File: config.mk
export PLATFORM = sky130hd
export DESIGN_NAME = apbp_ram
export DESIGN_NICKNAME = d
export VERILOG_FILES = /design/src/design/apbp_ram.sv
export SDC_FILE = /design/constraint.sdc
export NUM_CORES = 1
export LEC_CHECK = 0
export ABC_CLOCK_PERIOD_IN_PS = 3500
export BUFFER_PORTS_ARGS = -buffer_cell sky130_fd_sc_hd__buf_2
export CAP_MARGIN = 10
export CELL_PAD_IN_SITES_DETAIL_PLACEMENT = 1
export CELL_PAD_IN_SITES_GLOBAL_PLACEMENT = 1
export CORE_MARGIN = 10
export CORE_UTILIZATION = 40
export DETAILED_ROUTE_END_ITERATION = 7
export HOLD_SLACK_MARGIN = 0.06
export PLACE_DENSITY = 0.74
export SYNTH_ARGS = -nofsm -noshare
export SYNTH_HDL_FRONTEND = slang
export SYNTH_SLANG_ARGS = --single-unit
File: constraint.sdc
create_clock -name clk -period 3.5 [get_ports clk]
set_clock_uncertainty 0.2 [all_clocks]
set_input_delay 0.35 -clock clk [delete_from_list [all_inputs] [get_ports clk]]
set_output_delay 0.35 -clock clk [all_outputs]
set_load 0.01 [all_outputs]
File: src/design/apbp_ram.sv
// Generic single-port RAM with registered read.
// Depends on nothing.
module apbp_ram #(
    parameter int WIDTH = 32,
    parameter int DEPTH = 16
) (
    input  logic                                  clk,
    input  logic                                  we,
    input  logic [(DEPTH > 1 ? $clog2(DEPTH) : 1)-1:0] addr,
    input  logic [WIDTH-1:0]                      wdata,
    output logic [WIDTH-1:0]                      rdata
);
    logic [WIDTH-1:0] mem [DEPTH];

    always_ff @(posedge clk)
    begin
        if (we)
            mem[addr] <= wdata;
        rdata <= mem[addr];
    end
endmodule

==> flow_metrics.env, run 1 <==
export IMPL_synth_area_top_cells="edfxtp_1, mux4_2, dfxtp_1"
export IMPL_drc=0
export IMPL_place_port_buffers=69
export IMPL_grt_ovfl_total=0
export IMPL_fmax_ghz=0.5029
export IMPL_clk_latency_ns=0.59
export IMPL_ir_drop_v=0.0003445
export IMPL_nFillCells=4451
export IMPL_p_per_area_nw_per_um2=582.9
export IMPL_fin_cells=1697
export IMPL_arrival_ns=2.07
export IMPL_syn2layout_area_growth_pct=18.12
export IMPL_ctsResizeCount=0
export IMPL_yosysSeqAreaShare_pct=80.63
export IMPL_yosysWarningCount=0
export IMPL_dp_cells=1566
export IMPL_fin_crit_ns=1.988
export IMPL_core_area_um2=49050
export IMPL_dieArea_um2=58970
export IMPL_r2r_end="rdata[31]$_DFF_P_"
export IMPL_die_w_um=242.8
export IMPL_grt_pass1_wl_um=68990
export IMPL_crit_path_max_fanout=46
export IMPL_cp_cell_sequence="clkbuf_8, nand2b_1, nor2_4, buf_12"
export IMPL_dp_hpwl_um=25810
export IMPL_cp_top_family="simple AND/OR/NAND/NOR gates"
export IMPL_crit_path_end="mem[1][0]$_DFFE_PP_"
export IMPL_worstPathRequired_ns=3.59
export IMPL_final_nets=1027
export IMPL_end_kind="flip-flop"
export IMPL_rows=81
export IMPL_maxCapViolCount=0
export IMPL_viasPerCell=5.418
export IMPL_cts_htree_levels=2
export IMPL_syn_num_nets=878
export IMPL_drive_gt1_share_pct=32.95
export IMPL_syn_avg_cell_area_um2=23.65
export IMPL_crit_cells=4
export IMPL_ys_types=17
export IMPL_cts_tree="built"
export IMPL_grt_setup_unrepaired="false"
export IMPL_slowest_stage="nor2_4"
export IMPL_synth_top_area_share_pct=77.40
export IMPL_r2r_start="mem[2][31]$_DFFE_PP_"
export IMPL_syn_cell_area_um2=19860
export IMPL_fin_crit_sh_pct=56.81
export IMPL_final_core_util_pct=47.83
export IMPL_critPathBufInv=2
export IMPL_hold_viol=0
export IMPL_reg2reg_depth=3
export IMPL_initialDrtViolationCount=954
export IMPL_hold_ws_ns=0.1895
export IMPL_cts_sinks=544
export IMPL_pin_count=70
export IMPL_hold_path_class="in -> reg"
export IMPL_vias=9195
export IMPL_root_buffer="clkbuf_16"
export IMPL_routabilityCongestion=0.7256
export IMPL_wire_per_inst_um=27.13
export IMPL_fin_tns_setup_ns=0
export IMPL_r2r_slack_ns=1.92
export IMPL_startpoint_type="input port"
export IMPL_dr_pass1_iters=5
export IMPL_grt_start_max_net_pins=51
export IMPL_worstSetupPathType="in -> reg"
export IMPL_grt_pass1_vias=10230
export IMPL_outcome="finished clean"
export IMPL_netlist_instances=840
export IMPL_crit_start="addr[0]"
export IMPL_antenna_found_initial=1
export IMPL_drt_total_wl_um=46050
export IMPL_cts_clk_slew_worst_paths_ns=0.06
export IMPL_clockBufferDepth=3
export IMPL_dieHeight_um=242.8
export IMPL_power_leakage_nw=7.552
export IMPL_setup_violations_final=0
export IMPL_slowest_delay_ns=0.55
export IMPL_slew_headroom_pct=52.86
export IMPL_grt_usage_pct=15.62
export IMPL_drv_slew=0
export IMPL_synth_seq_cells=544
export IMPL_worstMarginPinSlew_ns=0.7071
export IMPL_ant_nets=0
export IMPL_start_util_pct=40.49
export IMPL_cts_buffers=53
export IMPL_yosysTopAreaCell="edfxtp_1"
==> synthesized netlist by cell type <==
cell type / count
a22oi_1: 64
and2_1: 1
buf_2: 11
buf_4: 1
buf_6: 6
clkbuf_1: 27
dfxtp_1: 32
edfxtp_1: 512
mux4_2: 128
nand2_1: 33
nand2b_1: 2
nand3_1: 1
nand3b_1: 2
nor2_1: 13
nor2b_1: 2
nor3_1: 4
or3b_2: 1
==> area by class of cell <==
class,instances,area (um2),share of cell area (%)
Clock inverter,21,186.4,0.7946
Timing Repair Buffer,139,1129,4.810
Multi-Input combinational cell,251,3750,15.98
Antenna cell,1,2.502,0.01067
Sequential cell,544,16020,68.26
Clock buffer,77,1549,6.602
Tap cell,664,830.8,3.541
==> cell families after synthesis <==
family | share of synthesized area [%]
compound gates | 2.419
flops | 80.63
buf+inv | 1.165
simple gates | 1.272
mux | 14.51
==> worst min-delay path: stages <==
cell and delay [ns]:
buf_2 0.20, nor2_4 0.12, a22oi_1 0.18, nand2_1 0.07
==> what timing repair did <==
item / 4_1_cts / 5_1_grt
buffers inserted: 0 / 0
hold endpoints to repair: 512 / 0
hold buffers: 32 / 0
==> metrics by stage <==
stage | setup WS [ns] | area, um2 | total power [W]
after floorplan | -0.2916 | 19860 | 0.007826
after global placement | 0.9323 | 21400 | 0.008114
after detailed placement | 0.8927 | 21400 | 0.008148
after CTS | 1.484 | 23460 | 0.01380
after global routing | 1.386 | 23460 | 0.01415
final | 1.512 | 23460 | 0.01368
==> report_power, final <==
group | internal (W) | total [W] | switching (W)
combinational | 0.000292 | 0.000694 | 0.000402
sequential | 0.00728 | 0.00733 | 0.0000511
clock | 0.00329 | 0.00565 | 0.00236
==> flip-flops by register name (all words and copies together), names as in the netlist <==
name / flops
rdata: 32
mem: 512
==> layer usage <==
layer	routed length [um]	GRT usage [%]	vias to the layer above
li1	-	-	3879
met1	18910	20.05	4946
met2	23750	26.92	308
met3	2474	2.888	62
met4	918	3.970	0
met5	0	0	-
==> worst min path at each step <==
stage,from,endpoint,slack [ns],cells after the start
2_1_floorplan,wdata[0],mem[0][0]$_DFFE_PP_,0.25,0
3_3_place_gp,mem[14][7]$_DFFE_PP_,rdata[7]$_DFF_P_,0.45,3
3_5_place_dp,mem[15][5]$_DFFE_PP_,rdata[5]$_DFF_P_,0.47,3
4_1_cts,addr[3],rdata[21]$_DFF_P_,0.16,4
5_1_grt,addr[3],rdata[21]$_DFF_P_,0.20,4
6_report,addr[3],rdata[21]$_DFF_P_,0.19,4
==> cells in the final DEF, fill, tap and decap left out, types with 2 or more instances in the layout <==
| cell | netlist | routed |
|---|---|---|
| edfxtp_1 | 512 | 512 |
| mux4_2 | 128 | 128 |
| buf_2 | 11 | 67 |
| a22oi_1 | 64 | 64 |
| clkbuf_16 | 0 | 55 |
| nand2_1 | 33 | 33 |
| dlygate4sd3_1 | 0 | 32 |
| dfxtp_1 | 32 | 32 |
| buf_4 | 1 | 25 |
| clkinv_2 | 0 | 15 |
| nor2_4 | 0 | 13 |
| clkbuf_1 | 27 | 13 |
| buf_12 | 0 | 13 |
| clkbuf_8 | 0 | 10 |
| nor3_2 | 0 | 4 |
| bufinv_16 | 0 | 3 |
| nor2b_4 | 0 | 2 |
| nand3b_1 | 2 | 2 |
| nand2b_1 | 2 | 2 |
(Power assumes the default switching activity.)
==> inputs of run 2 (changes only) <==
- ABC_CLOCK_PERIOD_IN_PS: 3500 -> 1650
- clock period: 3.5 -> 1.65 ns (I/O delays scaled with it)
==> flow_metrics.env, run 2 (synthesis results as in run 1) <==
export IMPL_final_nets=1095
export IMPL_slowest_delay_ns=0.44
export IMPL_rows=81
export IMPL_die_w_um=242.8
export IMPL_fin_crit_ns=1.584
export IMPL_top_register="mem"
export IMPL_cts_sinks=544
export IMPL_hold_ws_ns=0.009779
export IMPL_worstPathRequired_ns=1.28
export IMPL_critPathBufInv=1
export IMPL_grt_start_max_net_pins=31
export IMPL_cts_tree="built"
export IMPL_place_port_buffers=69
export IMPL_final_common_cell="edfxtp_1"
export IMPL_cp_top_family="flip-flops"
export IMPL_dieHeight_um=242.8
export IMPL_grt_pass1_wl_um=71100
export IMPL_start_util_pct=40.49
export IMPL_grt_usage_pct=16.21
export IMPL_cts_htree_levels=2
export IMPL_drive_gt1_share_pct=35.92
export IMPL_pin_count=70
export IMPL_clk_latency_ns=0.60
export IMPL_ant_nets=0
export IMPL_hold_viol=0
export IMPL_p_per_area_nw_per_um2=1181
export IMPL_root_buffer="clkbuf_16"
export IMPL_outcome="finished clean"
export IMPL_dr_pass1_iters=7
export IMPL_routabilityCongestion=0.7301
export IMPL_fin_crit_sh_pct=95.99
export IMPL_antenna_found_initial=3
export IMPL_syn2layout_area_growth_pct=22.39
export IMPL_worstSetupPathType="reg -> out"
export IMPL_worstMarginPinSlew_ns=0.9169
export IMPL_startpoint_type="flip-flop"
export IMPL_end_kind="output pin"
export IMPL_wire_per_inst_um=27.38
export IMPL_dp_hpwl_um=28130
export IMPL_reg_top3="mem (512), rdata (32)"
export IMPL_largest_reg_flops=512
export IMPL_vias=9694
export IMPL_dp_cells=1629
export IMPL_grt_pass1_vias=10610
export IMPL_hold_path_class="in -> reg"
export IMPL_maxCapViolCount=0
export IMPL_drt_total_wl_um=48220
export IMPL_arrival_ns=1.22
export IMPL_power_leakage_nw=7.948
export IMPL_final_cell_mix="edfxtp_1, mux4_2, buf_2"
export IMPL_finalPower_w=0.02871
export IMPL_slowest_stage="dfxtp_1"
export IMPL_core_area_um2=49050
export IMPL_fmax_ghz=0.6314
export IMPL_setup_violations_final=0
export IMPL_cts_clk_slew_worst_paths_ns=0.06
export IMPL_grt_ovfl_total=0
export IMPL_initialDrtViolationCount=961
export IMPL_slew_headroom_pct=38.74
export IMPL_viasPerCell=5.505
export IMPL_ir_drop_v=0.0007531
export IMPL_drv_slew=0
export IMPL_drc=0
export IMPL_cts_buffers=53
export IMPL_crit_path_max_fanout=1
export IMPL_diodes=0
export IMPL_dieArea_um2=58970
export IMPL_clockBufferDepth=3
export IMPL_grt_setup_unrepaired="false"
export IMPL_cp_cell_sequence="buf_2"
export IMPL_fin_cells=1761
## run 2: cell types whose count changed in the layout (fill, tap and decap cells not counted), sizes merged
| cell | before | now |
|---|---|---|
| buf | 106 | 170 |
| clkbuf | 78 | 73 |
| dlygate4sd3 | 32 | 37 |
| clkinv | 17 | 15 |
| clkinvlp | 0 | 2 |
| inv | 1 | 3 |
| bufinv | 3 | 2 |
| diode | 1 | 0 |
## run 2: power by group
| part | leakage (nW) | internal [W] | switching, W |
|---|---|---|---|
| clock | 0.787 | 0.00639 | 0.00504 |
| combinational | 2.27 | 0.000795 | 0.000916 |
| sequential | 4.89 | 0.0154 | 0.000120 |
| total | 7.95 | 0.0226 | 0.00607 |
## run 2: cell type report
type                       count  area (um2)
sequential                   544       16020
fill                        4371       24740
timing repair buffer         207        2028
multi-input combinational    251        3814
clock buffer                  73        1431
tap                          664       830.8
clock inverter                22       188.9
## run 2: timing repair
action / 4_1_cts / 5_1_grt
gates resized for setup: 0 / 2
endpoints found under the setup margin: 0 / 2
hold buffers: 36 / 1
setup buffers: 0 / 0
hold endpoints to repair: 529 / 3
## run 2: per-layer routing
layer	global-route usage (%)	vias to the layer above	share of wire, %
met3	3.371	72	5.9
met5	0	-	0.085
li1	-	4016	-
met1	20.53	5288	41
met4	3.749	6	1.8
met2	28.15	312	51
## run 2: worst paths after layout
check	slack [ns]	from	to	cells after the start
hold / removal	0.01	addr[0]	rdata[6]$_DFF_P_	4
setup reg to reg	0.08	mem[0][26]$_DFFE_PP_	rdata[26]$_DFF_P_	3
setup / recovery	0.07	rdata[31]$_DFF_P_	rdata[31]	1
hold reg to reg	0.47	mem[15][4]$_DFFE_PP_	rdata[4]$_DFF_P_	3
## run 2: metrics by stage
step	setup TNS (ns)	setup slack (ns)	instance area (um2)	util, %
finish	0	0.06621	24310	49.56
global route	0	0.01006	24310	49.56
CTS	0	0.02885	24290	49.53
detailed placement	-66.31	-0.2366	22310	45.49
global placement	-47.38	-0.2011	22310	45.49
floorplan	-106.14	-0.4443	20090	-
